===== config.mk =====
export PLATFORM = sky130hd
export DESIGN_NAME = prsm_sqrt
export DESIGN_NICKNAME = d
export VERILOG_FILES = /design/src/sv/prsm_pkg.sv /design/src/sv/prsm_sqrt.sv
export SDC_FILE = /design/constraint.sdc
export NUM_CORES = 2
export LEC_CHECK = 0
export BUFFER_PORTS_ARGS = -buffer_cell sky130_fd_sc_hd__buf_2
export CORE_MARGIN = 1.5
export CORE_UTILIZATION = 60
export DETAILED_ROUTE_END_ITERATION = 10
export PLACE_DENSITY_LB_ADDON = 0.08
export SLEW_MARGIN = 20
export SYNTH_ARGS = -nofsm -noshare
export SYNTH_HDL_FRONTEND = slang
export SYNTH_SLANG_ARGS = --single-unit
export TNS_END_PERCENT = 20

===== constraint.sdc =====
create_clock -name clock -period 7.4 [get_ports clock]
set_input_delay 0.37 -clock clock [delete_from_list [all_inputs] [get_ports clock]]
set_output_delay 0.37 -clock clock [all_outputs]
set_load 0.05 [all_outputs]

===== src/sv/prsm_pkg.sv =====
`timescale 1ns / 1ps
// Package for the polar ring source mapper: widths, pipeline depths,
// payload structs and the CORDIC arctangent table. Depends on nothing.
package prsm_pkg;

   // Arithmetic settings.
   localparam int ANGLE_BITS       = 16;
   localparam int CORDIC_STEPS     = 16;
   localparam int RADIUS_FRAC_BITS = 4;
   localparam int GUARD_BITS       = 16;
   localparam int ATAN_LEN         = 24;

   // Field widths.
   localparam int COORD_W = 10;
   localparam int VIEW_W  = 11;
   localparam int INNER_W = 10;
   localparam int OUTER_W = 11;
   localparam int SRC_W   = 13;
   localparam int OUT_W   = 12;
   localparam int DATA_W  = 32;
   localparam int ADDR_W  = 5;

   // Derived datapath widths.
   localparam int OFS_W      = VIEW_W;
   localparam int D2_W       = 2 * OFS_W - 1;
   localparam int N_W        = D2_W + 2 * RADIUS_FRAC_BITS;
   localparam int ROOT_W     = (N_W + 1) / 2;
   localparam int NUM_W      = OUTER_W + RADIUS_FRAC_BITS;
   localparam int VEC_W      = OFS_W + GUARD_BITS + 3;
   localparam int COL_PROD_W = ANGLE_BITS + SRC_W;
   localparam int ROW_PROD_W = NUM_W + SRC_W;
   localparam int QUO_W      = OUT_W;

   // Pipeline depths.
   localparam int MID_STAGES   = (CORDIC_STEPS > ROOT_W) ? CORDIC_STEPS : ROOT_W;
   localparam int SCALE_STAGES = QUO_W + 2;
   localparam int TOTAL_STAGES = 1 + MID_STAGES + SCALE_STAGES;

   localparam logic [OUT_W-1:0] OUT_MAX = {OUT_W{1'b1}};

   localparam logic [ANGLE_BITS-1:0] ANGLE_QUARTER = ANGLE_BITS'(1) << (ANGLE_BITS - 2);
   localparam logic [ANGLE_BITS-1:0] ANGLE_HALF    = ANGLE_BITS'(1) << (ANGLE_BITS - 1);
   localparam logic [ANGLE_BITS-1:0] ANGLE_3QUART  = ANGLE_HALF | ANGLE_QUARTER;

   // Register map.
   typedef enum logic [2:0] {
      REG_VIEW_SIZE     = 3'd0,
      REG_INNER_RADIUS  = 3'd1,
      REG_OUTER_RADIUS  = 3'd2,
      REG_SOURCE_WIDTH  = 3'd3,
      REG_SOURCE_HEIGHT = 3'd4
   } reg_index_type;

   typedef struct packed {
      logic [VIEW_W-1:0]  view_size;
      logic [INNER_W-1:0] inner_radius;
      logic [OUTER_W-1:0] outer_radius;
      logic [SRC_W-1:0]   source_width;
      logic [SRC_W-1:0]   source_height;
   } cfg_type;

   // State of one CORDIC stage.
   typedef struct packed {
      logic signed [VEC_W-1:0] x;
      logic signed [VEC_W-1:0] y;
      logic [ANGLE_BITS-1:0]   angle;
      logic                    axis_hit;
      logic [ANGLE_BITS-1:0]   axis_angle;
   } cordic_type;

   // State of one square root stage; ok marks a pixel in the ring.
   typedef struct packed {
      logic [N_W-1:0]    n;
      logic [ROOT_W-1:0] root;
      logic [N_W-1:0]    sq;
      logic              ok;
   } root_type;

   // Arctangent of 2^-i in units of 2^-32 turn.
   localparam logic [31:0] ATAN_TURN32 [ATAN_LEN] = '{
      32'h20000000, 32'h12E4051E, 32'h09FB385B, 32'h051111D4,
      32'h028B0D43, 32'h0145D7E1, 32'h00A2F61E, 32'h00517C55,
      32'h0028BE53, 32'h00145F2F, 32'h000A2F98, 32'h000517CC,
      32'h00028BE6, 32'h000145F3, 32'h0000A2FA, 32'h0000517D,
      32'h000028BE, 32'h0000145F, 32'h00000A30, 32'h00000518,
      32'h0000028C, 32'h00000146, 32'h000000A3, 32'h00000051
   };

   // Table entry rounded half up to the angle width.
   function automatic logic [ANGLE_BITS-1:0] atan_entry(input int idx);
      logic [32:0] e;
      e = {1'b0, ATAN_TURN32[idx]} + (33'd1 << (31 - ANGLE_BITS));
      return e[32-ANGLE_BITS +: ANGLE_BITS];
   endfunction

endpackage


===== src/sv/prsm_sqrt.sv =====
`timescale 1ns / 1ps
// Pipelined integer square root of the scaled squared radius, one result
// bit per stage from the top; spare stages pass the result on. Depends on prsm_pkg.
module prsm_sqrt (
   input  logic                            clock,
   input  logic [prsm_pkg::MID_STAGES-1:0] en,
   input  prsm_pkg::root_type              root_in,
   output logic [prsm_pkg::ROOT_W-1:0]     root,
   output logic                            ok
);
   import prsm_pkg::*;

   root_type stage_ff [MID_STAGES];

   for (genvar s = 0; s < MID_STAGES; s++) begin : g_stage
      root_type cur;
      root_type stage_in;

      if (s == 0) begin : g_first
         assign cur = root_in;
      end else begin : g_next
         assign cur = stage_ff[s-1];
      end

      if (s < ROOT_W) begin : g_iter
         localparam int K = ROOT_W - 1 - s;
         logic [N_W+1:0] trial_sq;

         // Keep the candidate bit when its square still fits.
         always_comb begin
            trial_sq = {2'b00, cur.sq} + ((N_W + 2)'(cur.root) << (K + 1)) +
                       ((N_W + 2)'(1) << (2 * K));
            stage_in = cur;
            if (trial_sq <= {2'b00, cur.n}) begin
               stage_in.root[K] = 1'b1;
               stage_in.sq      = trial_sq[N_W-1:0];
            end
         end
      end else begin : g_pass
         assign stage_in = cur;
      end

      always_ff @(posedge clock) begin
         if (en[s]) begin
            stage_ff[s] <= stage_in;
         end
      end
   end

   assign root = stage_ff[MID_STAGES-1].root;
   assign ok   = stage_ff[MID_STAGES-1].ok;
endmodule


==> summary.txt <==
Outcome
  • Run status: completed

Floorplanning
  • Chip height: 321.8 um
  • Initial core utilization: 60.70%
  • Row count: 116
  • Die Wd: 321.8 um
  • Io pins: 107
  • Core ar.: 100400 um2
  • Die area: 103500 um2

Timing
  • Final min period: 6.688 ns
  • Final number of setup-violating endpoints: 0
  • Sum of negative setup slack: 0 ns
  • Hold slack: 0.04478 ns
  • RSZ-0062 raised after global routing: no
  • Max Transition Viols Final: 0
  • FMAX: 0.1495 GHz
  • Final Skew: 0.02362 ns
  • Final Hold Vio Count: 0
  • Worst Tran Pin Value: 1.098 ns
  • Tcrit/Tclk final: 90.38%
  • Max transition margin: 26.77%

Finish
  • Most frequent cells in the layout: edfxtp_1 (1068), ha_1 (867), inv_1 (594)
  • Max FFs per register: 1068
  • Top reg by flops: stage_ff
  • Fillcell total: 7341
  • Synthesis-to-finish area growth: 11.18%
  • Final nets: 6117
  • Largest registers: stage_ff x1068
  • Post-Route Utilization: 67.49%
  • Most common cell after layout, fill and taps aside: edfxtp_1
  • Final instance area: 67780 um2
  • Layout cells sized above 1: 10.86%
  • Antenna diodes: 0

Synthesis
  • Mux cell area share after synthesis: 4.179%
  • Post-synthesis adder-cell area fraction: 18.29%
  • Largest family of logic cells by synthesized area: adder cells
  • Most used flip-flop cell after synthesis: edfxtp_1
  • Post-synthesis net count: 5813
  • Simple-gate area share of the yosys netlist: 7.460%
  • Yosys reg bits: 1068
  • Compound-Gate Fraction of Synth Area: 9.217%
  • Synth Area in XOR/XNOR: 4.339%
  • Synth Area per Inst: 12.60 um2
  • Number of synthesized flops with an enable pin: 1068
  • Synth unique cells: 80
  • Sequential share of the synthesized area: 52.61%
  • Mapped Area: 60960 um2
  • Ys Warns: 0
  • Post-synth ARST share: 0%
  • Mapped Cells: 4840

Global routing
  • Vias in the first global route: 39160
  • Initial antenna violation count: 0
  • GRT Util Overall: 27.53%
  • Largest net degree at the start of global routing: 75
  • Global-route wire length before repair: 215.8 mm
  • GR Overflow Total: 0

Pwr
  • P per Cell Area: 448.9 nW/um2
  • Maximum vdd drop: 0.2421 mV
  • Leak pwr: 28.90 nW
  • Total power: 30.42 mW

Drt
  • DR vias: 37820
  • DRC: 0
  • Vias/cell: 5.736
  • Routed wire length: 139.9 mm
  • 1st-pass router iterations: 6
  • Antenna-violating nets left: 0
  • Drt wl/cell: 21.21 um
  • Initial DRC Count: 1744

Clocking
  • Worst skew pair latency: 0.72 ns
  • Clock Tree Buf Depth: 3
  • Clock-pin slew on the worst setup and hold paths: 0.06 ns
  • CTS H-Tree Depth: 3
  • CTS tree: yes
  • Cts bufs inserted: 113
  • CTS root buf: clkbuf_16
  • Post-cts sizing count: 0
  • Sink Count: 1068

Placed design
  • Hpwl dp: 112.4 mm
  • DP Area: 63380 um2
  • Port bufs: 106
  • Final Wtd Congestion: 0.9336

Critical path
  • CP required: 7.85 ns
  • Crit Path Class: reg -> reg
  • Crit path capture type: flip-flop
  • CP delay by family, top: simple AND/OR/NAND/NOR gates
  • Worst Setup Start Kind: flip-flop
  • Critical-path maximum fanout: 24
  • Arrival time of the worst setup path: 7.14 ns
  • Buf/Inv on CP: 2
  • Register-to-register setup slack: 0.71 ns
  • Max incr delay on CP: 0.81 ns
  • Worst reg2reg path startpoint: stage_ff[1][31]
  • Critical-path top delay cell: a221oi_1
  • Most Frequent Cell on Critical Path: ha_1
  • Worst Setup SP: stage_ff[1][31]
  • Cells along the critical path: ha_1 > ha_1 > inv_1 > fa_1 > nor2b_1 > o31a_1 > o221ai_1 > a21o_1 > a221oi_1 > nand2_1 > xnor2_1 > ha_1 > nand2_1 > nor4_1 > nand4_1 > or2_2 > a32oi_2 > buf_4 > mux2_2

Hold path
  • Hold WC Path Type: in -> reg
  • Hold_sp: en[12]

Flow run
  • Max-cap violations: 0
==> worst paths after layout <==
| kind | endpoint | cells past startpoint |
|---|---|---|
| worst min register to register | stage_ff[1][518] | 0 |
| worst max-delay path | stage_ff[1][83] | 19 |
| worst max register to register | stage_ff[1][83] | 19 |
| worst min-delay path | stage_ff[1][367] | 1 |
==> synthesized netlist by cell type (98+ instances only) <==
master    instances  area [um2]
edfxtp_1       1068       32070
a21o_1          146        1096
inv_1           594        2230
nor2_1          180       675.7
nand2_1         182       683.2
xnor2_1         203        1778
a21oi_1         237        1186
mux2_2          208        2342
ha_1            867       10850
nand3_1          98       490.5
xor2_1           99       867.1
o21ai_0         134       670.6
==> per-layer routing <==
layer / vias up / part of all wire (%) / global-route usage [%]
li1: 18660 / - / -
met1: 18120 / 35 / 26.74
met2: 725 / 55 / 53.73
met3: 318 / 3.0 / 3.188
met4: 0 / 7.6 / 18.82
met5: - / 0 / 0
==> worst register-to-register path, stage by stage, from the launching register on <==
cell and delay, ns:
edfxtp_1 0.45, ha_1 0.32, ha_1 0.17, inv_1 0.06
fa_1 0.41, nor2b_1 0.17, o31a_1 0.19, o221ai_1 0.22
a21o_1 0.28, a221oi_1 0.81, nand2_1 0.19, xnor2_1 0.19
ha_1 0.32, nand2_1 0.08, nor4_1 0.81, nand4_1 0.38
or2_2 0.43, a32oi_2 0.15, buf_4 0.36, mux2_2 0.45
==> cell families (layout without fill, tap and decap cells) <==
group / Yosys count / in the layout
AO/OA/AOI/OAI: 849 / 849
XOR/XNOR: 302 / 302
multiplexers: 224 / 224
AND/OR/NAND/NOR: 885 / 885
adder cells (fa/ha/maj): 882 / 882
flip-flops: 1068 / 1068
buffers and inverters: 630 / 1027
==> per-stage QoR <==
| stage | std cells | setup WS (ns) |
|---|---|---|
| after global placement | 6303 | 0.6251 |
| final | 6594 | 0.7118 |
| after global routing | 6594 | 0.3134 |
| after floorplan | 4840 | 2.225 |
| after detailed placement | 6303 | 0.6065 |
| after CTS | 6593 | 0.5920 |
==> report_power, final <==
part           total, mW  switching (mW)  internal (mW)
combinational       15.7            8.67           7.06
sequential          9.20           0.833           8.37
clock               5.50            2.37           3.13
==> layout make-up <==
cell class              count  area (um2)  area share (%)
flip-flops and latches   1068       32070           47.32
repair buffers            225        1645           2.427
well taps                1357        1698           2.505
clock buffers             140        2972           4.384
clock inverters            68       599.3          0.8842
multi-input cells        3142       26570           39.19
inverters                 594        2230           3.289
==> what timing repair did <==
item	4_1_cts	5_1_grt
buffers inserted	0	0
setup endpoints to repair	0	0
hold buffers	82	0
hold endpoints to repair	128	0
(Power assumes the default switching activity.)
