**config.mk**
```make
export PLATFORM = sky130hd
export DESIGN_NAME = prsm_cordic
export DESIGN_NICKNAME = d
export VERILOG_FILES = /design/src/sv/prsm_pkg.sv /design/src/sv/prsm_cordic.sv
export SDC_FILE = /design/constraint.sdc
export NUM_CORES = 2
export LEC_CHECK = 0
export BUFFER_PORTS_ARGS = -buffer_cell sky130_fd_sc_hd__buf_2
export CORE_MARGIN = 2
export CORE_UTILIZATION = 50
export CTS_BUF_LIST = sky130_fd_sc_hd__clkbuf_8
export DETAILED_ROUTE_END_ITERATION = 10
export GPL_ROUTABILITY_DRIVEN = 1
export HOLD_SLACK_MARGIN = 0.06
export PLACE_DENSITY = 0.76
export SLEW_MARGIN = 15
export SYNTH_ARGS = -nofsm -noshare
export SYNTH_HDL_FRONTEND = slang
export SYNTH_SLANG_ARGS = --single-unit
```
**constraint.sdc**
```tcl
create_clock -name clock -period 4 [get_ports clock]
set_input_delay 0.6 -clock clock [delete_from_list [all_inputs] [get_ports clock]]
set_output_delay 0.6 -clock clock [all_outputs]
set_load 0.01 [all_outputs]
```
**src/sv/prsm_pkg.sv**
```systemverilog
`timescale 1ns / 1ps
// Package for the polar ring source mapper: widths, pipeline depths,
// payload structs and the CORDIC arctangent table. Depends on nothing.
package prsm_pkg;

   // Arithmetic settings.
   localparam int ANGLE_BITS       = 16;
   localparam int CORDIC_STEPS     = 16;
   localparam int RADIUS_FRAC_BITS = 4;
   localparam int GUARD_BITS       = 16;
   localparam int ATAN_LEN         = 24;

   // Field widths.
   localparam int COORD_W = 10;
   localparam int VIEW_W  = 11;
   localparam int INNER_W = 10;
   localparam int OUTER_W = 11;
   localparam int SRC_W   = 13;
   localparam int OUT_W   = 12;
   localparam int DATA_W  = 32;
   localparam int ADDR_W  = 5;

   // Derived datapath widths.
   localparam int OFS_W      = VIEW_W;
   localparam int D2_W       = 2 * OFS_W - 1;
   localparam int N_W        = D2_W + 2 * RADIUS_FRAC_BITS;
   localparam int ROOT_W     = (N_W + 1) / 2;
   localparam int NUM_W      = OUTER_W + RADIUS_FRAC_BITS;
   localparam int VEC_W      = OFS_W + GUARD_BITS + 3;
   localparam int COL_PROD_W = ANGLE_BITS + SRC_W;
   localparam int ROW_PROD_W = NUM_W + SRC_W;
   localparam int QUO_W      = OUT_W;

   // Pipeline depths.
   localparam int MID_STAGES   = (CORDIC_STEPS > ROOT_W) ? CORDIC_STEPS : ROOT_W;
   localparam int SCALE_STAGES = QUO_W + 2;
   localparam int TOTAL_STAGES = 1 + MID_STAGES + SCALE_STAGES;

   localparam logic [OUT_W-1:0] OUT_MAX = {OUT_W{1'b1}};

   localparam logic [ANGLE_BITS-1:0] ANGLE_QUARTER = ANGLE_BITS'(1) << (ANGLE_BITS - 2);
   localparam logic [ANGLE_BITS-1:0] ANGLE_HALF    = ANGLE_BITS'(1) << (ANGLE_BITS - 1);
   localparam logic [ANGLE_BITS-1:0] ANGLE_3QUART  = ANGLE_HALF | ANGLE_QUARTER;

   // Register map.
   typedef enum logic [2:0] {
      REG_VIEW_SIZE     = 3'd0,
      REG_INNER_RADIUS  = 3'd1,
      REG_OUTER_RADIUS  = 3'd2,
      REG_SOURCE_WIDTH  = 3'd3,
      REG_SOURCE_HEIGHT = 3'd4
   } reg_index_type;

   typedef struct packed {
      logic [VIEW_W-1:0]  view_size;
      logic [INNER_W-1:0] inner_radius;
      logic [OUTER_W-1:0] outer_radius;
      logic [SRC_W-1:0]   source_width;
      logic [SRC_W-1:0]   source_height;
   } cfg_type;

   // State of one CORDIC stage.
   typedef struct packed {
      logic signed [VEC_W-1:0] x;
      logic signed [VEC_W-1:0] y;
      logic [ANGLE_BITS-1:0]   angle;
      logic                    axis_hit;
      logic [ANGLE_BITS-1:0]   axis_angle;
   } cordic_type;

   // State of one square root stage; ok marks a pixel in the ring.
   typedef struct packed {
      logic [N_W-1:0]    n;
      logic [ROOT_W-1:0] root;
      logic [N_W-1:0]    sq;
      logic              ok;
   } root_type;

   // Arctangent of 2^-i in units of 2^-32 turn.
   localparam logic [31:0] ATAN_TURN32 [ATAN_LEN] = '{
      32'h20000000, 32'h12E4051E, 32'h09FB385B, 32'h051111D4,
      32'h028B0D43, 32'h0145D7E1, 32'h00A2F61E, 32'h00517C55,
      32'h0028BE53, 32'h00145F2F, 32'h000A2F98, 32'h000517CC,
      32'h00028BE6, 32'h000145F3, 32'h0000A2FA, 32'h0000517D,
      32'h000028BE, 32'h0000145F, 32'h00000A30, 32'h00000518,
      32'h0000028C, 32'h00000146, 32'h000000A3, 32'h00000051
   };

   // Table entry rounded half up to the angle width.
   function automatic logic [ANGLE_BITS-1:0] atan_entry(input int idx);
      logic [32:0] e;
      e = {1'b0, ATAN_TURN32[idx]} + (33'd1 << (31 - ANGLE_BITS));
      return e[32-ANGLE_BITS +: ANGLE_BITS];
   endfunction

endpackage

```
**src/sv/prsm_cordic.sv**
```systemverilog
`timescale 1ns / 1ps
// Pipelined CORDIC in vectoring mode, one rotation per stage, giving the
// clockwise angle from north. Depends on prsm_pkg.
module prsm_cordic (
   input  logic                              clock,
   input  logic [prsm_pkg::MID_STAGES-1:0]   en,
   input  prsm_pkg::cordic_type              cor_in,
   output logic [prsm_pkg::ANGLE_BITS-1:0]   angle
);
   import prsm_pkg::*;

   cordic_type stage_ff [MID_STAGES];
   cordic_type last;

   for (genvar s = 0; s < MID_STAGES; s++) begin : g_stage
      cordic_type cur;
      cordic_type stage_in;

      if (s == 0) begin : g_first
         assign cur = cor_in;
      end else begin : g_next
         assign cur = stage_ff[s-1];
      end

      if (s < CORDIC_STEPS) begin : g_iter
         // Rotate toward the x axis; the sign of y picks the direction.
         always_comb begin
            stage_in = cur;
            if (!cur.y[VEC_W-1]) begin
               stage_in.x     = cur.x + ($signed(cur.y) >>> s);
               stage_in.y     = cur.y - ($signed(cur.x) >>> s);
               stage_in.angle = cur.angle + atan_entry(s);
            end else begin
               stage_in.x     = cur.x - ($signed(cur.y) >>> s);
               stage_in.y     = cur.y + ($signed(cur.x) >>> s);
               stage_in.angle = cur.angle - atan_entry(s);
            end
         end
      end else begin : g_pass
         assign stage_in = cur;
      end

      always_ff @(posedge clock) begin
         if (en[s]) begin
            stage_ff[s] <= stage_in;
         end
      end
   end

   // Pixels on an axis take their exact angle.
   assign last  = stage_ff[MID_STAGES-1];
   assign angle = last.axis_hit ? last.axis_angle : last.angle;
endmodule

```
==> impl_results.md <==
* Status: finished, violations left
* Violated checks: negative setup slack
* Fin nets at 12881
* First-pass GRT wire length at 423300 um
* GR Util All Layers at 25.73%
* Count of cells along the worst hold path at 2
* Num CTS Buffers at 216
* GR met3 Demand/Resource at 3.106%
* Hold Path Class: in2reg
* CP max FO at 4
* Endpoints failing hold at 0
* Deepest clock path buffer count at 3
* Crit path time final at 4.145 ns
* CTS root buffer: clkbuf_8
* Met1 GRT Util at 29.23%
* Initial Util at 50.27%
* Skew-Pair Late Insertion Delay at 1.00 ns
* Crit path DAT at 4.90 ns
* Die Area at 201600 um^2
* Synth Instances at 10009
* Most used routing layer in global routing: met2
* Post-synthesis sequential area ratio at 39.27%
* Critical R2R Launch: stage_ff[1][46]
* Die width at 449.1 um
* Crit path launch type: register
* Vert. Die Dim at 449.1 um
* Clock Sink Count at 1295
* Main synth FF type: edfxtp_1
* Max FFs per register at 1295
* Unique cell type count in the Yosys netlist at 93
* R2R setup slack at -0.14 ns
* Largest register by flop count: stage_ff
* Slew Viols, Final at 0
* Maxcap violations at 0
* Final ANT Viol Nets at 0
* Highest Clock Rate at 0.2413 GHz
* Area leader, netlist: edfxtp_1
* Mapped Area at 99030 um^2
* Crit. End Element: register
* Final Skew at 0.07963 ns
* Period Utilization, post-route at 103.6%
* Filler cells at 15741
* Reg-to-Reg End: stage_ff[1][182]
* Post-Syn Nets at 11257
* RSZ-0062 raised after global routing: yes
* Max-slew headroom at 38.50%
* Crit Path Class: reg2reg
* Core ar. at 197000 um^2
* TritonCTS clock tree: built
* Residual DRC at 0
* Worst-margin pin slew at 0.9224 ns
* YS warnings at 0
* Path depth of the worst reg2reg path at 16
* Synth top area cells: edfxtp_1, ha_1, xnor2_1, a21oi_1, xor2_1
* Setup ws final at -0.1450 ns
* Ys async rst share at 0%
* Final setup violation count at 23
* I/O pin count at 126
* Initial DRC Count at 5561
* Largest net degree at the start of global routing at 94
* I/O Buffers at 125
* Post-DR vias/cell at 5.733
* Required time worst endpoint at 4.76 ns
* DP Wirelength at 212100 um
* Total overflow reported by the global router at 0
* Syn avg cell area at 9.895 um^2
* Gpl congestion at 0.9921
* Row count at 163
* Post-synth EDFFs at 1295
* Seq cells post-synth at 1295
* Detailed Routing Iterations Pass 1 at 6
* Antenna violations before repair at 4
* Syn-to-layout area delta at 23.29%
* Via count at 82842
* H-Tree Depth at 4
* Hold Path Sink: stage_ff[0][683]
* Share of cells above drive strength 1 at 21.95%
* Vias in the first global route at 82330
* Regs by FF count: stage_ff: 1295 flops
* Synth top area share at 39.27%
* Average wire per cell in the routed design at 18.96 um
* Hold path startpoint: en[7]
* Routed wire length at 274000 um
* Crit. Startpoint: stage_ff[1][46]
* Clk slew on worst S/H paths at 0.07 ns
* Worst slack at placement at -0.4045 ns
* Met2 usage at 46.79%
-- layout make-up --
class | count | area [um^2] | share of cell area (%)
inverters | 502 | 1884 | 1.543
clock buffers | 216 | 2973 | 2.435
diodes | 2 | 5.005 | 0.004099
flip-flops and latches | 1295 | 38890 | 31.85
repair buffers | 1590 | 12190 | 9.981
well taps | 2640 | 3303 | 2.705
multi-input cells | 8028 | 61610 | 50.46
clock inverters | 177 | 1246 | 1.021
-- worst max-delay path: stages, from the launching register on --
cell      delay [ns]
edfxtp_1        0.39
or4_4           0.59
nor3b_4         0.30
nand2_1         0.12
nor2_1          0.14
nor2_1          0.09
xnor2_1         0.23
ha_1            0.31
and4_4          0.18
a221o_1         0.36
and3_4          0.17
a21oi_2         0.14
o21ai_2         0.10
o31ai_1         0.23
nand2_1         0.15
a221oi_2        0.27
xnor2_1         0.12
-- per-stage QoR --
step | cells | hold WS (ns) | area, um^2 | setup TNS, ns | utilization [%]
2_1_floorplan | 10009 | 0.4003 | 99120 | -0.05757 | -
3_3_place_gp | 13830 | 0.4006 | 111900 | -11.73 | 56.82
3_5_place_dp | 13830 | 0.4045 | 111900 | -16.72 | 56.82
4_1_cts | 14303 | 0.06241 | 117900 | -0.4074 | 59.84
5_1_grt | 14450 | 0.08638 | 122100 | -9.490 | 61.97
6_report | 14450 | 0.1292 | 122100 | -1.328 | 61.97
-- cell usage in the layout (no fill, tap or decap), drive strengths merged, types with 158 or more instances in the layout --
cell type / instances
buf: 1547
edfxtp: 1295
ha: 1097
a21oi: 1024
nor2: 954
xnor2: 855
inv: 559
xor2: 500
nand2: 500
o21ai: 459
a21o: 389
nor3: 283
clkbuf: 216
nor2b: 158
-- synth_stat cells, types with 21 or more instances --
cell and n:
a211o_1 26, a211oi_1 73, a21boi_0 36, a21o_1 389, a21oi_1 1022, a31o_2 22, a31oi_1 103, and2_1 51
and3_1 96, and4_1 23, buf_1 24, clkbuf_1 151, edfxtp_1 1295, fa_1 41, ha_1 1097, inv_1 496
mux2_2 36, mux2i_1 22, nand2_1 500, nand2b_1 150, nand3_1 153, nand4_1 97, nor2_1 954, nor2b_1 158
nor3_1 282, nor3b_1 29, nor4_1 72, o211ai_1 35, o21a_1 123, o21ai_0 440, o21bai_1 135, o31a_1 21
o31ai_1 38, o41ai_1 51, or3_1 59, or4_1 37, xnor2_1 855, xor2_1 500
-- metal layers --
metal	part of all wire (%)	vias up
li1	-	40122
met1	39	39434
met2	51	2449
met3	4.4	837
met4	5.9	0
met5	0	-
-- what timing repair did --
action	4_1_cts	5_1_grt
buffers inserted	37	149
setup endpoints to repair	133	210
hold buffers	43	0
endpoints found under the hold margin	115	0
pin swaps	108	424
resized for setup	211	699
-- cells by family (layout without fill, tap and decap cells) --
group	count (synthesis)	after routing	synth area share, %
simple gates	2729	2729	13.28
buf+inv	686	2485	2.619
flops	1295	1295	39.27
other cells	0	2	0
xor+xnor	1355	1355	11.98
compound gates	2748	2748	17.53
fa+ha+maj	1138	1138	14.69
mux	58	58	0.6317
-- worst max path at each step --
stage / end / slack, ns / cells past startpoint
global route: stage_ff[0][244] / -0.25 / 18
global placement: stage_ff[1][89] / -0.44 / 16
detailed placement: stage_ff[1][89] / -0.40 / 16
CTS: stage_ff[1][370] / -0.15 / 15
finish: stage_ff[1][182] / -0.14 / 16
floorplan: stage_ff[1][464] / -0.06 / 15
Power is not shown: default switching activity piles up to over one toggle a cycle in this logic, so the estimate is an artifact.
