<file path="config.mk">
export PLATFORM = sky130hd
export DESIGN_NAME = prsm_front
export DESIGN_NICKNAME = d
export VERILOG_FILES = /design/src/sv/prsm_pkg.sv /design/src/sv/prsm_front.sv
export SDC_FILE = /design/constraint.sdc
export NUM_CORES = 1
export LEC_CHECK = 0
export ABC_CLOCK_PERIOD_IN_PS = 26300
export BUFFER_PORTS_ARGS = -buffer_cell sky130_fd_sc_hd__buf_4
export CAP_MARGIN = 10
export CORE_ASPECT_RATIO = 2
export CORE_UTILIZATION = 40
export DETAILED_ROUTE_END_ITERATION = 10
export HOLD_SLACK_MARGIN = 0.02
export PLACE_DENSITY = 0.65
export SYNTH_ARGS = -nofsm -noshare
export SYNTH_HDL_FRONTEND = slang
export SYNTH_SLANG_ARGS = --single-unit
</file>
<file path="constraint.sdc">
create_clock -name clock -period 26.3 [get_ports clock]
set_input_delay 3.945 -clock clock [delete_from_list [all_inputs] [get_ports clock]]
set_output_delay 3.945 -clock clock [all_outputs]
set_load 0.01 [all_outputs]
</file>
<file path="src/sv/prsm_pkg.sv">
`timescale 1ns / 1ps
// Package for the polar ring source mapper: widths, pipeline depths,
// payload structs and the CORDIC arctangent table. Depends on nothing.
package prsm_pkg;

   // Arithmetic settings.
   localparam int ANGLE_BITS       = 16;
   localparam int CORDIC_STEPS     = 16;
   localparam int RADIUS_FRAC_BITS = 4;
   localparam int GUARD_BITS       = 16;
   localparam int ATAN_LEN         = 24;

   // Field widths.
   localparam int COORD_W = 10;
   localparam int VIEW_W  = 11;
   localparam int INNER_W = 10;
   localparam int OUTER_W = 11;
   localparam int SRC_W   = 13;
   localparam int OUT_W   = 12;
   localparam int DATA_W  = 32;
   localparam int ADDR_W  = 5;

   // Derived datapath widths.
   localparam int OFS_W      = VIEW_W;
   localparam int D2_W       = 2 * OFS_W - 1;
   localparam int N_W        = D2_W + 2 * RADIUS_FRAC_BITS;
   localparam int ROOT_W     = (N_W + 1) / 2;
   localparam int NUM_W      = OUTER_W + RADIUS_FRAC_BITS;
   localparam int VEC_W      = OFS_W + GUARD_BITS + 3;
   localparam int COL_PROD_W = ANGLE_BITS + SRC_W;
   localparam int ROW_PROD_W = NUM_W + SRC_W;
   localparam int QUO_W      = OUT_W;

   // Pipeline depths.
   localparam int MID_STAGES   = (CORDIC_STEPS > ROOT_W) ? CORDIC_STEPS : ROOT_W;
   localparam int SCALE_STAGES = QUO_W + 2;
   localparam int TOTAL_STAGES = 1 + MID_STAGES + SCALE_STAGES;

   localparam logic [OUT_W-1:0] OUT_MAX = {OUT_W{1'b1}};

   localparam logic [ANGLE_BITS-1:0] ANGLE_QUARTER = ANGLE_BITS'(1) << (ANGLE_BITS - 2);
   localparam logic [ANGLE_BITS-1:0] ANGLE_HALF    = ANGLE_BITS'(1) << (ANGLE_BITS - 1);
   localparam logic [ANGLE_BITS-1:0] ANGLE_3QUART  = ANGLE_HALF | ANGLE_QUARTER;

   // Register map.
   typedef enum logic [2:0] {
      REG_VIEW_SIZE     = 3'd0,
      REG_INNER_RADIUS  = 3'd1,
      REG_OUTER_RADIUS  = 3'd2,
      REG_SOURCE_WIDTH  = 3'd3,
      REG_SOURCE_HEIGHT = 3'd4
   } reg_index_type;

   typedef struct packed {
      logic [VIEW_W-1:0]  view_size;
      logic [INNER_W-1:0] inner_radius;
      logic [OUTER_W-1:0] outer_radius;
      logic [SRC_W-1:0]   source_width;
      logic [SRC_W-1:0]   source_height;
   } cfg_type;

   // State of one CORDIC stage.
   typedef struct packed {
      logic signed [VEC_W-1:0] x;
      logic signed [VEC_W-1:0] y;
      logic [ANGLE_BITS-1:0]   angle;
      logic                    axis_hit;
      logic [ANGLE_BITS-1:0]   axis_angle;
   } cordic_type;

   // State of one square root stage; ok marks a pixel in the ring.
   typedef struct packed {
      logic [N_W-1:0]    n;
      logic [ROOT_W-1:0] root;
      logic [N_W-1:0]    sq;
      logic              ok;
   } root_type;

   // Arctangent of 2^-i in units of 2^-32 turn.
   localparam logic [31:0] ATAN_TURN32 [ATAN_LEN] = '{
      32'h20000000, 32'h12E4051E, 32'h09FB385B, 32'h051111D4,
      32'h028B0D43, 32'h0145D7E1, 32'h00A2F61E, 32'h00517C55,
      32'h0028BE53, 32'h00145F2F, 32'h000A2F98, 32'h000517CC,
      32'h00028BE6, 32'h000145F3, 32'h0000A2FA, 32'h0000517D,
      32'h000028BE, 32'h0000145F, 32'h00000A30, 32'h00000518,
      32'h0000028C, 32'h00000146, 32'h000000A3, 32'h00000051
   };

   // Table entry rounded half up to the angle width.
   function automatic logic [ANGLE_BITS-1:0] atan_entry(input int idx);
      logic [32:0] e;
      e = {1'b0, ATAN_TURN32[idx]} + (33'd1 << (31 - ANGLE_BITS));
      return e[32-ANGLE_BITS +: ANGLE_BITS];
   endfunction

endpackage

</file>
<file path="src/sv/prsm_front.sv">
`timescale 1ns / 1ps
// First stage: center offsets, squared distance, ring test and CORDIC setup.
// Depends on prsm_pkg.
module prsm_front (
   input  logic                      clock,
   input  logic                      en,
   input  prsm_pkg::cfg_type         cfg,
   input  logic [prsm_pkg::COORD_W-1:0] pixel_x,
   input  logic [prsm_pkg::COORD_W-1:0] pixel_y,
   output prsm_pkg::cordic_type      cor_out,
   output prsm_pkg::root_type        root_out
);
   import prsm_pkg::*;

   logic [VIEW_W-2:0]         center;
   logic signed [OFS_W-1:0]   east;
   logic signed [OFS_W-1:0]   north;
   logic signed [2*OFS_W-1:0] east2;
   logic signed [2*OFS_W-1:0] north2;
   logic [D2_W:0]             d2_sum;
   logic [D2_W-1:0]           d2;
   logic [2*INNER_W-1:0]      inner2;
   logic [2*OUTER_W-1:0]      outer2;
   logic                      ok;
   logic signed [VEC_W-1:0]   xn;
   logic signed [VEC_W-1:0]   ye;
   cordic_type                cor_in;
   root_type                  root_in;
   cordic_type                cor_ff;
   root_type                  root_ff;

   // Offsets from the view center, east and north positive.
   always_comb begin
      center = cfg.view_size[VIEW_W-1:1];
      east   = $signed({1'b0, pixel_x}) - $signed({1'b0, center});
      north  = $signed({1'b0, center}) - $signed({1'b0, pixel_y});
      east2  = east * east;
      north2 = north * north;
      d2_sum = {1'b0, east2[D2_W-1:0]} + {1'b0, north2[D2_W-1:0]};
      d2     = d2_sum[D2_W-1:0];
      inner2 = cfg.inner_radius * cfg.inner_radius;
      outer2 = cfg.outer_radius * cfg.outer_radius;
   end

   // Ring test, including a setup that draws nothing.
   always_comb begin
      ok = (cfg.view_size != '0) && (cfg.source_width != '0) &&
           (cfg.source_height != '0) &&
           (cfg.outer_radius > {1'b0, cfg.inner_radius}) &&
           ({1'b0, pixel_x} < cfg.view_size) && ({1'b0, pixel_y} < cfg.view_size) &&
           ((2*OUTER_W)'(d2) >= (2*OUTER_W)'(inner2)) &&
           ((2*OUTER_W)'(d2) <= outer2);
   end

   // CORDIC start vector, turned into the northern half plane.
   always_comb begin
      xn = VEC_W'(north) <<< GUARD_BITS;
      ye = VEC_W'(east) <<< GUARD_BITS;
      if (north[OFS_W-1]) begin
         cor_in.x     = -xn;
         cor_in.y     = -ye;
         cor_in.angle = ANGLE_HALF;
      end else begin
         cor_in.x     = xn;
         cor_in.y     = ye;
         cor_in.angle = '0;
      end
      cor_in.axis_hit   = (east == '0) || (north == '0);
      if (east == '0) begin
         cor_in.axis_angle = north[OFS_W-1] ? ANGLE_HALF : '0;
      end else begin
         cor_in.axis_angle = east[OFS_W-1] ? ANGLE_3QUART : ANGLE_QUARTER;
      end
      root_in.n    = {d2, {(2*RADIUS_FRAC_BITS){1'b0}}};
      root_in.root = '0;
      root_in.sq   = '0;
      root_in.ok   = ok;
   end

   always_ff @(posedge clock) begin
      if (en) begin
         cor_ff  <= cor_in;
         root_ff <= root_in;
      end
   end

   assign cor_out  = cor_ff;
   assign root_out = root_ff;
endmodule

</file>
==> out/qor.log <==
qor: grt.antenna_violations_before_repair 0
qor: final_layout.final_common_cell sky130_fd_sc_hd__inv_1
qor: timing.part_of_the_cycle_the_worst_path_needs 56.0%
qor: drt.postRouteAntennaNets 0
qor: critical_path.critPathTopFamily adder cells
qor: critical_path.data_arrival_critical_path 14900 ps
qor: drt.number_of_vias_per_cell 5.00
qor: logic_synthesis.synth.cell_area 0.0189 sq mm
qor: logic_synthesis.synth.avg_cell_area 9.24 sq um
qor: placed_design.place_hpwl 44.8 mm
qor: logic_synthesis.synthAdderAreaFrac 53.3%
qor: logic_synthesis.synth_xor_area_share 5.08%
qor: clock_network.cts_root_buf sky130_fd_sc_hd__clkbuf_16
qor: timing.tns 0 ps
qor: clock_network.cts_num_sinks 54
qor: critical_path.cp_data_required_time 26480 ps
qor: clock_network.tritoncts built
qor: logic_synthesis.synth-async-reset-ratio 0%
qor: final_layout.fill_cells 4545
qor: critical_path.crit_path_start_kind input pin
qor: die.placement_rows 112
qor: die.initial_core_util 40.6%
qor: logic_synthesis.synthTopCellsByArea sky130_fd_sc_hd__fa_1, sky130_fd_sc_hd__ha_1, sky130_fd_sc_hd__inv_1
qor: drt.wirelength 51.3 mm
qor: clock_network.path_clk_slew 80 ps
qor: logic_synthesis.synthesis.yosys.warnings 0
qor: logic_synthesis.synthSimpleGateAreaFrac 10.9%
qor: die.die_height 310 microns
qor: clock_network.post_cts_resized 0
qor: final_layout.fin_area 0.0204 sq mm
qor: grt.number_of_global_route_vias_before_repair 15300
qor: critical_path.path_common_cell sky130_fd_sc_hd__fa_1
qor: critical_path.critPathBufInv 9
qor: timing.drv_slew 0
qor: timing.finalHoldViolations 0
qor: logic_synthesis.synthesized_netlist_cell_count 2050
qor: run_status.outcome finished, final reports clean
qor: drt.remaining_drc_errors 0
qor: final_layout.final_nets 2852
qor: final_layout.seqCellArea 0.00162 sq mm
qor: critical_path.setup.worst_path.class in -> reg
qor: drt.dr.first_iter.drc_count 566
qor: drt.vias 14000
qor: placed_design.place_area 0.0203 sq mm
qor: logic_synthesis.synthDominantCellAreaShare 35.6%
qor: grt.global_route.usage.total 22.2%
qor: logic_synthesis.dominantRegCellSynth sky130_fd_sc_hd__edfxtp_1
qor: timing.min_period 14730 ps
qor: grt.grt_remaining_overflow 0
qor: clock_network.cts_buffer_depth 2
qor: clock_network.hold_buffers 0
qor: run.drv_cap 0
qor: clock_network.tritoncts.num_buffers 5
qor: critical_path.setup.worst_path.end_class register
qor: final_layout.area_growth_from_synthesis_to_layout 7.85%
qor: placed_design.routabilityCongestion 0.948
qor: logic_synthesis.yosysTopAreaCell sky130_fd_sc_hd__fa_1
qor: timing.setup-violations-final 0
qor: critical_path.cp_slowest_cell sky130_fd_sc_hd__nor2_1
qor: logic_synthesis.ys_ff_latch 54
qor: die.die_area 0.0483 sq mm
qor: grt.first_pass_grt_wire_length 80.9 mm
qor: placed_design.numPortBuffers 133
qor: timing.slew-limit-headroom 25.8%
qor: timing.rsz0062_at_grt no
qor: logic_synthesis.synth_top_family_by_area adder cells
qor: placed_design.place_ws 11270 ps
qor: timing.max_clock_freq 0.0679 GHz
qor: die.placeableCoreArea 0.0467 sq mm
qor: timing.worst_slack 11570 ps
qor: die.design.portCount 247
qor: critical_path.max_stage_delay 850 ps
qor: logic_synthesis.synth.lib_cells_used.distinct 73
qor: logic_synthesis.synth_compound_gate_area_share 7.35%
qor: grt.grt_start_max_net_pins 55
qor: drt.drt-pass1-iter-count 5
qor: logic_synthesis.number_of_enable_flip_flop_cells_after_synthesis 54
qor: final_layout.total_area_of_multi_input_combinational_cells 0.0150 sq mm
qor: timing.transition_time_at_the_pin_with_the_least_slew_margin 1110 ps
qor: drt.avgRoutedWirePerCell 18.4 microns
qor: logic_synthesis.yosysSeqAreaShare 8.56%
qor: clock_network.cts_setup_buffers 0
qor: min_path.hp-class in -> reg
qor: final_layout.antenna_cells_inserted 0
qor: final_layout.post_route_cells_drive_above_1_share 8.39%
qor: die.die_width 156 microns
qor: logic_synthesis.multiplexer_share_of_the_synthesized_area 0.231%
qor: final_layout.layout.cells.most_common_list sky130_fd_sc_hd__inv_1, sky130_fd_sc_hd__fa_1, sky130_fd_sc_hd__ha_1, sky130_fd_sc_hd__nor2_1, sky130_fd_sc_hd__buf_4
qor: clock_network.cts_htree_levels 2
qor: critical_path.highest_net_fanout_along_the_worst_path 24
logic make-up (layout without fill, tap and decap cells):
group	Yosys count	count (layout)
buffers and inverters	620	627
adder cells (fa/ha/maj)	605	605
AND/OR/NAND/NOR	441	441
AO/OA/AOI/OAI	215	215
XOR/XNOR	110	110
flip-flops	54	54
multiplexers	4	4
other	1	114
registers in the layout, summed over array words and instances (netlist names):
name      cells
root_out     22
cor_out      32
routing by layer:
metal / track usage (%) / part of all wire [%] / up-vias
li1: - / - / 6389
met1: 20.9 / 32 / 6974
met2: 44.0 / 56 / 466
met3: 2.28 / 3.8 / 161
met4: 15.1 / 8.0 / 0
met5: 0 / 0 / -
per-stage QoR:
stage	utilization [%]	instances	hold slack, ps
3_5_place_dp	43.4	2789	4360
5_1_grt	43.8	2797	4240
4_1_cts	43.8	2797	4250
2_1_floorplan	-	2163	4060
3_3_place_gp	43.4	2789	4360
6_report	43.8	2797	4210
cell usage after synthesis (all sizes together) (4+ instances only):
cell,number
or2,4
nor2,144
a211oi,4
o21ai,50
a21oi,67
o21bai,11
clkbuf,26
a211o,4
and2,46
o31ai,4
clkinv,7
xor2,27
a31oi,9
fa,337
a21o,25
buf,119
a21boi,5
ha,266
inv,468
and3,11
o211ai,6
nor2b,17
nand2b,16
edfxtp,54
xnor2,83
nor3,16
nor4,11
nand4,8
nand2,137
o21a,12
nand3,19
cell type report:
type                       count  share of cell area [%]
clock buffer                   5                   0.612
timing repair buffer         144                    5.29
sequential                    54                    7.93
clock inverter                 3                   0.233
multi-input combinational   1489                    73.4
inverter                     475                    8.74
tap                          627                    3.84
path summary, 6_finish.rpt:
| path | depth (start not counted) | endpoint | slack, ps | start |
|---|---|---|---|---|
| worst max-delay path | 45 | root_out[0] | 11570 | cfg[48] |
| worst min-delay path | 1 | cor_out[14] | 4210 | en |
Power is left out: the tool's default activity adds up to more than one toggle a clock period on the data nets, which glitch-free logic cannot reach.
