`src/sv/prsm_pkg.sv`:
```
`timescale 1ns / 1ps
// Package for the polar ring source mapper: widths, pipeline depths,
// payload structs and the CORDIC arctangent table. Depends on nothing.
package prsm_pkg;

   // Arithmetic settings.
   localparam int ANGLE_BITS       = 16;
   localparam int CORDIC_STEPS     = 16;
   localparam int RADIUS_FRAC_BITS = 4;
   localparam int GUARD_BITS       = 16;
   localparam int ATAN_LEN         = 24;

   // Field widths.
   localparam int COORD_W = 10;
   localparam int VIEW_W  = 11;
   localparam int INNER_W = 10;
   localparam int OUTER_W = 11;
   localparam int SRC_W   = 13;
   localparam int OUT_W   = 12;
   localparam int DATA_W  = 32;
   localparam int ADDR_W  = 5;

   // Derived datapath widths.
   localparam int OFS_W      = VIEW_W;
   localparam int D2_W       = 2 * OFS_W - 1;
   localparam int N_W        = D2_W + 2 * RADIUS_FRAC_BITS;
   localparam int ROOT_W     = (N_W + 1) / 2;
   localparam int NUM_W      = OUTER_W + RADIUS_FRAC_BITS;
   localparam int VEC_W      = OFS_W + GUARD_BITS + 3;
   localparam int COL_PROD_W = ANGLE_BITS + SRC_W;
   localparam int ROW_PROD_W = NUM_W + SRC_W;
   localparam int QUO_W      = OUT_W;

   // Pipeline depths.
   localparam int MID_STAGES   = (CORDIC_STEPS > ROOT_W) ? CORDIC_STEPS : ROOT_W;
   localparam int SCALE_STAGES = QUO_W + 2;
   localparam int TOTAL_STAGES = 1 + MID_STAGES + SCALE_STAGES;

   localparam logic [OUT_W-1:0] OUT_MAX = {OUT_W{1'b1}};

   localparam logic [ANGLE_BITS-1:0] ANGLE_QUARTER = ANGLE_BITS'(1) << (ANGLE_BITS - 2);
   localparam logic [ANGLE_BITS-1:0] ANGLE_HALF    = ANGLE_BITS'(1) << (ANGLE_BITS - 1);
   localparam logic [ANGLE_BITS-1:0] ANGLE_3QUART  = ANGLE_HALF | ANGLE_QUARTER;

   // Register map.
   typedef enum logic [2:0] {
      REG_VIEW_SIZE     = 3'd0,
      REG_INNER_RADIUS  = 3'd1,
      REG_OUTER_RADIUS  = 3'd2,
      REG_SOURCE_WIDTH  = 3'd3,
      REG_SOURCE_HEIGHT = 3'd4
   } reg_index_type;

   typedef struct packed {
      logic [VIEW_W-1:0]  view_size;
      logic [INNER_W-1:0] inner_radius;
      logic [OUTER_W-1:0] outer_radius;
      logic [SRC_W-1:0]   source_width;
      logic [SRC_W-1:0]   source_height;
   } cfg_type;

   // State of one CORDIC stage.
   typedef struct packed {
      logic signed [VEC_W-1:0] x;
      logic signed [VEC_W-1:0] y;
      logic [ANGLE_BITS-1:0]   angle;
      logic                    axis_hit;
      logic [ANGLE_BITS-1:0]   axis_angle;
   } cordic_type;

   // State of one square root stage; ok marks a pixel in the ring.
   typedef struct packed {
      logic [N_W-1:0]    n;
      logic [ROOT_W-1:0] root;
      logic [N_W-1:0]    sq;
      logic              ok;
   } root_type;

   // Arctangent of 2^-i in units of 2^-32 turn.
   localparam logic [31:0] ATAN_TURN32 [ATAN_LEN] = '{
      32'h20000000, 32'h12E4051E, 32'h09FB385B, 32'h051111D4,
      32'h028B0D43, 32'h0145D7E1, 32'h00A2F61E, 32'h00517C55,
      32'h0028BE53, 32'h00145F2F, 32'h000A2F98, 32'h000517CC,
      32'h00028BE6, 32'h000145F3, 32'h0000A2FA, 32'h0000517D,
      32'h000028BE, 32'h0000145F, 32'h00000A30, 32'h00000518,
      32'h0000028C, 32'h00000146, 32'h000000A3, 32'h00000051
   };

   // Table entry rounded half up to the angle width.
   function automatic logic [ANGLE_BITS-1:0] atan_entry(input int idx);
      logic [32:0] e;
      e = {1'b0, ATAN_TURN32[idx]} + (33'd1 << (31 - ANGLE_BITS));
      return e[32-ANGLE_BITS +: ANGLE_BITS];
   endfunction

endpackage

```
`src/sv/prsm_scale.sv`:
```
`timescale 1ns / 1ps
// Back end: column and row products, pipelined row division, clamps and
// the output register. Depends on prsm_pkg.
module prsm_scale (
   input  logic                              clock,
   input  logic [prsm_pkg::SCALE_STAGES-1:0] en,
   input  prsm_pkg::cfg_type                 cfg,
   input  logic [prsm_pkg::ANGLE_BITS-1:0]   angle,
   input  logic [prsm_pkg::ROOT_W-1:0]       root,
   input  logic                              ok,
   output logic                              in_ring,
   output logic [prsm_pkg::OUT_W-1:0]        source_column,
   output logic [prsm_pkg::OUT_W-1:0]        source_row
);
   import prsm_pkg::*;

   typedef struct packed {
      logic                  ok;
      logic [COL_PROD_W-1:0] col_prod;
      logic [ROW_PROD_W-1:0] row_prod;
   } prod_type;

   typedef struct packed {
      logic                  ok;
      logic [OUT_W-1:0]      col;
      logic                  ovf;
      logic [ROW_PROD_W-1:0] rem;
      logic [QUO_W-1:0]      quo;
   } div_type;

   typedef struct packed {
      logic             ok;
      logic [OUT_W-1:0] col;
      logic [OUT_W-1:0] row;
   } out_type;

   logic [NUM_W-1:0]      num_full;
   logic [NUM_W-1:0]      num;
   logic [SRC_W-1:0]      width_m1;
   logic [SRC_W-1:0]      height_m1;
   logic [OUT_W-1:0]      col_lim;
   logic [OUT_W-1:0]      row_lim;
   logic [OUTER_W-1:0]    span;
   logic [ROW_PROD_W-1:0] den;
   logic [SRC_W-1:0]      col_raw;
   prod_type              prod_in;
   prod_type              prod_ff;
   div_type               div_first;
   div_type               div_ff [QUO_W];
   out_type               out_in;
   out_type               out_ff;

   // Limits and divisor; the user must keep them steady while items are in flight, as the block does not enforce it.
   always_comb begin
      width_m1  = cfg.source_width - SRC_W'(1);
      height_m1 = cfg.source_height - SRC_W'(1);
      col_lim   = (width_m1 > SRC_W'(OUT_MAX)) ? OUT_MAX : width_m1[OUT_W-1:0];
      row_lim   = (height_m1 > SRC_W'(OUT_MAX)) ? OUT_MAX : height_m1[OUT_W-1:0];
      span      = cfg.outer_radius - OUTER_W'(cfg.inner_radius);
      den       = ROW_PROD_W'(span) << RADIUS_FRAC_BITS;
   end

   // Product stage.
   always_comb begin
      num_full         = NUM_W'(cfg.outer_radius) << RADIUS_FRAC_BITS;
      num              = (num_full > NUM_W'(root)) ? num_full - NUM_W'(root) : '0;
      prod_in.ok       = ok;
      prod_in.col_prod = COL_PROD_W'(angle) * COL_PROD_W'(cfg.source_width);
      prod_in.row_prod = ROW_PROD_W'(num) * ROW_PROD_W'(height_m1);
   end

   always_ff @(posedge clock) begin
      if (en[0]) begin
         prod_ff <= prod_in;
      end
   end

   // Column clamp and divider setup; an overflowing quotient clamps later.
   always_comb begin
      col_raw       = prod_ff.col_prod[COL_PROD_W-1 -: SRC_W];
      div_first.ok  = prod_ff.ok;
      div_first.col = (col_raw > SRC_W'(col_lim)) ? col_lim : col_raw[OUT_W-1:0];
      div_first.ovf = ({1'b0, prod_ff.row_prod} >= ((ROW_PROD_W + 1)'(den) << QUO_W));
      div_first.rem = prod_ff.row_prod;
      div_first.quo = '0;
   end

   // Restoring division, one quotient bit per stage.
   for (genvar j = 0; j < QUO_W; j++) begin : g_div
      localparam int B = QUO_W - 1 - j;
      div_type             cur;
      div_type             stage_in;
      logic [ROW_PROD_W:0] dsh;

      if (j == 0) begin : g_first
         assign cur = div_first;
      end else begin : g_next
         assign cur = div_ff[j-1];
      end

      always_comb begin
         dsh      = (ROW_PROD_W + 1)'(den) << B;
         stage_in = cur;
         if ({1'b0, cur.rem} >= dsh) begin
            stage_in.rem    = cur.rem - dsh[ROW_PROD_W-1:0];
            stage_in.quo[B] = 1'b1;
         end
      end

      always_ff @(posedge clock) begin
         if (en[j+1]) begin
            div_ff[j] <= stage_in;
         end
      end
   end

   // Row clamp and output register; pixels outside the ring read as zero.
   always_comb begin
      out_in.ok = div_ff[QUO_W-1].ok;
      out_in.col = div_ff[QUO_W-1].ok ? div_ff[QUO_W-1].col : '0;
      if (!div_ff[QUO_W-1].ok) begin
         out_in.row = '0;
      end else if (div_ff[QUO_W-1].ovf || (div_ff[QUO_W-1].quo > row_lim)) begin
         out_in.row = row_lim;
      end else begin
         out_in.row = div_ff[QUO_W-1].quo;
      end
   end

   always_ff @(posedge clock) begin
      if (en[SCALE_STAGES-1]) begin
         out_ff <= out_in;
      end
   end

   assign in_ring       = out_ff.ok;
   assign source_column = out_ff.col;
   assign source_row    = out_ff.row;
endmodule

```
`config.mk`:
```
export PLATFORM = sky130hd
export DESIGN_NAME = prsm_scale
export DESIGN_NICKNAME = d
export VERILOG_FILES = /design/src/sv/prsm_pkg.sv /design/src/sv/prsm_scale.sv
export SDC_FILE = /design/constraint.sdc
export NUM_CORES = 2
export LEC_CHECK = 0
export BUFFER_PORTS_ARGS = -buffer_cell sky130_fd_sc_hd__buf_2
export CORE_MARGIN = 5
export CORE_UTILIZATION = 65
export CTS_CLUSTER_DIAMETER = 30
export DETAILED_ROUTE_END_ITERATION = 7
export GPL_ROUTABILITY_DRIVEN = 0
export PLACE_DENSITY = 0.86
export SYNTH_ARGS = -nofsm -noshare
export SYNTH_HDL_FRONTEND = slang
export SYNTH_SLANG_ARGS = --single-unit
```
`constraint.sdc`:
```
create_clock -name clock -period 27.4 [get_ports clock]
set_clock_uncertainty 0.05 [all_clocks]
set_input_delay 5.48 -clock clock [delete_from_list [all_inputs] [get_ports clock]]
set_output_delay 5.48 -clock clock [all_outputs]
set_load 0.02 [all_outputs]
```
==> impl_metrics.env <==
export IMPL_cts_root_buf="clkbuf_16"
export IMPL_synthFlopType="edfxtp_1"
export IMPL_outcome="completed"
export IMPL_portBuffers=118
export IMPL_num_rows=93
export IMPL_synth_area_top_cells="edfxtp_1, fa_1, ha_1"
export IMPL_synth_top_area_cell="edfxtp_1"
export IMPL_multi_input_area_mm2=0.02150
export IMPL_globalRoute_totalOverflow=0
export IMPL_cp_max_fo=16
export IMPL_cts_setup_buffers=0
export IMPL_ys_ff_latch=621
export IMPL_period_needed_ns=14.61
export IMPL_ys_types=70
export IMPL_place_hpwl_mm=66.06
export IMPL_cts_hold_buf=0
export IMPL_drc=0
export IMPL_crit_end="div_first[39]"
export IMPL_numCtsBuffers=102
export IMPL_yosysSeqAreaShare_pct=44.22
export IMPL_synth_cells=3709
export IMPL_clockPowerShare_pct=24.5
export IMPL_area_growth_pct=12.02
export IMPL_tns_ns=0
export IMPL_tightest_slew_ns=1.196
export IMPL_critPathLaunch="root[0]"
export IMPL_cts_resized=0
export IMPL_r2r_start="div_ff[2][18]"
export IMPL_grt_max_degree=54
export IMPL_core_area_mm2=0.06435
export IMPL_seqCellArea_mm2=0.01865
export IMPL_swShare_pct=38.29
export IMPL_synth_edf_count=621
export IMPL_relSlewSlack_pct=20.27
export IMPL_worst_ep_arrival_time_ns=14.93
export IMPL_cts_buffer_depth=3
export IMPL_synth_fp_nets=4457
export IMPL_syn_avg_cell_area_um2=11.37
export IMPL_path_class="in2reg"
export IMPL_final_nets=4602
export IMPL_synth_top_area_share_pct=44.22
export IMPL_finish_utilization_pct=73.41
export IMPL_critPathLaunchType="input port"
export IMPL_yosys_warnings=0
export IMPL_final_max_slew_viol_count=0
export IMPL_cp_end_kind="flop"
export IMPL_final_antenna_net_count=0
export IMPL_regToRegSetupSlack_ns=23.60
export IMPL_rr_endpoint="div_ff[2][92]"
export IMPL_antenna_found_initial=4
export IMPL_dieArea_mm2=0.07007
export IMPL_drive_above_1_share_pct=9.820
export IMPL_async_flop_share_pct=0
export IMPL_io_pins=130
export IMPL_initial_core_util_pct=65.54
export IMPL_vias=29140
export IMPL_leakage_uw=0.01995
export IMPL_dr_first_iter_drc_count=2757
export IMPL_max_freq_mhz=68.46
export IMPL_routed_via_density=6.073
export IMPL_grt_pass1_wl_mm=156.8
export IMPL_power_frac_comb_pct=45.9
export IMPL_grt_setup_unrepaired="false"
export IMPL_cts_max_level=3
export IMPL_period_share_pct=53.31
export IMPL_dieHeight_um=264.7
export IMPL_peakVddDrop_v=0.0001044
export IMPL_rr_worst_depth=12
export IMPL_wl_per_cell_um=20.25
export IMPL_clk_pin_slew_ns=0.05
export IMPL_dr_pass1_iters=7
export IMPL_grt_usage_pct=27.75
export IMPL_power_switching_uw=2017
export IMPL_grt_pass1_vias=30510
export IMPL_cts_sinks=621
export IMPL_worstSkewPairLatency_ns=0.65
export IMPL_fillCellCount=3867
export IMPL_wirelength_mm=97.17
export IMPL_cp_required_ns=27.72
export IMPL_p_int_uw=3250
export IMPL_cap_violations=0
export IMPL_cts_tree="built"
export IMPL_hp_class="reg2reg"
export IMPL_final_hold_violation_count=0
export IMPL_seqPwrFrac_pct=29.6
export IMPL_syn_area_mm2=0.04217
export IMPL_die_w_um=264.7
export IMPL_setup_viol=0
export IMPL_power_density_mw_per_mm2=111.5
-- worst min path at each step --
stage	cells past startpoint	to	from
final	0	div_ff[1][95]	div_ff[1][41]
after global routing	0	div_ff[2][203]	div_ff[2][149]
after CTS	0	div_ff[2][203]	div_ff[2][149]
after detailed placement	0	div_ff[0][158]	div_ff[0][104]
after global placement	0	div_ff[0][98]	div_ff[0][44]
after floorplan	0	div_ff[0][100]	div_ff[0][46]
-- synth_stat cells (17+ instances only) --
| master | number |
|---|---|
| edfxtp_1 | 621 |
| inv_1 | 462 |
| nand2_1 | 369 |
| ha_1 | 335 |
| fa_1 | 308 |
| nor2_1 | 247 |
| a21oi_1 | 181 |
| xnor2_1 | 139 |
| o21ai_0 | 108 |
| and2_1 | 107 |
| xor2_1 | 106 |
| clkbuf_1 | 88 |
| nor3_1 | 81 |
| a21o_1 | 55 |
| mux2_2 | 42 |
| nor4_1 | 42 |
| nand4_1 | 35 |
| nand3_1 | 31 |
| nand2b_1 | 30 |
| nor2b_1 | 30 |
| o21a_1 | 29 |
| or3_1 | 29 |
| o21bai_1 | 19 |
| and3_1 | 17 |
-- power groups by stage --
stage / clock network, uW / logic, uW / registers [uW]
after floorplan: 0 / 1750 / 1510
after global placement: 0 / 2170 / 1550
after global routing: 1350 / 2680 / 1570
after detailed placement: 0 / 2270 / 1560
after CTS: 1300 / 2370 / 1550
final: 1290 / 2420 / 1560
-- per-layer routing --
layer	track usage (%)	wire, um	up-vias	part of all wire, %
li1	-	-	13090	-
met1	32.99	34620	14070	36
met2	47.81	48530	1560	50
met3	6.738	8996	407	9.3
met4	13.34	5010	2	5.2
met5	0	11	-	0.011
-- sequential cells by signal, summed over array words and instances, names as in the netlist --
| register | count |
|---|---|
| col_raw | 13 |
| div_ff | 554 |
| div_first | 29 |
| in_ring | 1 |
| source_column | 12 |
| source_row | 12 |
-- layout by cell type (no fill, tap or decap), types with 105 or more instances in the layout --
| cell type | Yosys | layout |
|---|---|---|
| a21oi_1 | 181 | 181 |
| xnor2_1 | 139 | 133 |
| fa_1 | 308 | 308 |
| nor2_1 | 247 | 247 |
| edfxtp_1 | 621 | 621 |
| nand2_1 | 369 | 369 |
| ha_1 | 335 | 335 |
| and2_1 | 107 | 107 |
| buf_2 | 2 | 118 |
| o21ai_0 | 108 | 108 |
| xor2_1 | 106 | 105 |
| inv_1 | 462 | 462 |
-- metrics by stage --
step | hold WS [ns] | total power (uW) | worst slack, ns | area, um2 | cells
3_5_place_dp | 0.3545 | 3829 | 12.64 | 43700 | 4605
5_1_grt | 0.3663 | 5600 | 12.18 | 47240 | 4797
4_1_cts | 0.3510 | 5228 | 13.04 | 47230 | 4796
2_1_floorplan | 0.3503 | 3263 | 14.49 | 42170 | 3709
6_report | 0.3559 | 5266 | 12.79 | 47240 | 4798
3_3_place_gp | 0.3524 | 3719 | 12.92 | 43700 | 4605
-- critical path, stage by stage --
cell and delay [ns]:
buf_2 0.17, inv_1 0.36, a41oi_1 0.30, o21ai_1 0.41
a2111o_1 0.18, a31oi_1 0.12, o21a_1 0.27, o21ai_1 0.79
and2_1 0.65, nand2_1 0.18, fa_1 0.64, fa_1 0.44
fa_1 0.50, inv_1 0.06, fa_1 0.55, inv_1 0.06
fa_1 0.54, inv_1 0.04, ha_1 0.37, a21oi_1 0.22
nand2_1 0.07, a211oi_1 0.77, o22ai_1 0.32, o41ai_1 0.74
o2111ai_1 0.27, a21oi_1 0.26, xnor2_1 0.14
-- area by class of cell --
| cell class | instances | share of cell area, % |
|---|---|---|
| tap | 855 | 2.265 |
| clock inverter | 74 | 1.904 |
| timing repair buffer | 140 | 1.600 |
| sequential | 621 | 39.48 |
| inverter | 462 | 3.671 |
| clock buffer | 117 | 5.568 |
| multi-input combinational | 2527 | 45.51 |
| antenna | 2 | 0.01059 |
-- cells by family after synthesis --
kind of cell,Yosys count,share of synthesized area [%]
buffers and inverters,561,4.999
flip-flops,621,44.22
XOR/XNOR,246,5.127
adder cells (fa/ha/maj),643,24.56
multiplexers,51,1.335
AO/OA/AOI/OAI,500,7.323
AND/OR/NAND/NOR,1087,12.43
(Power assumes the default switching activity.)
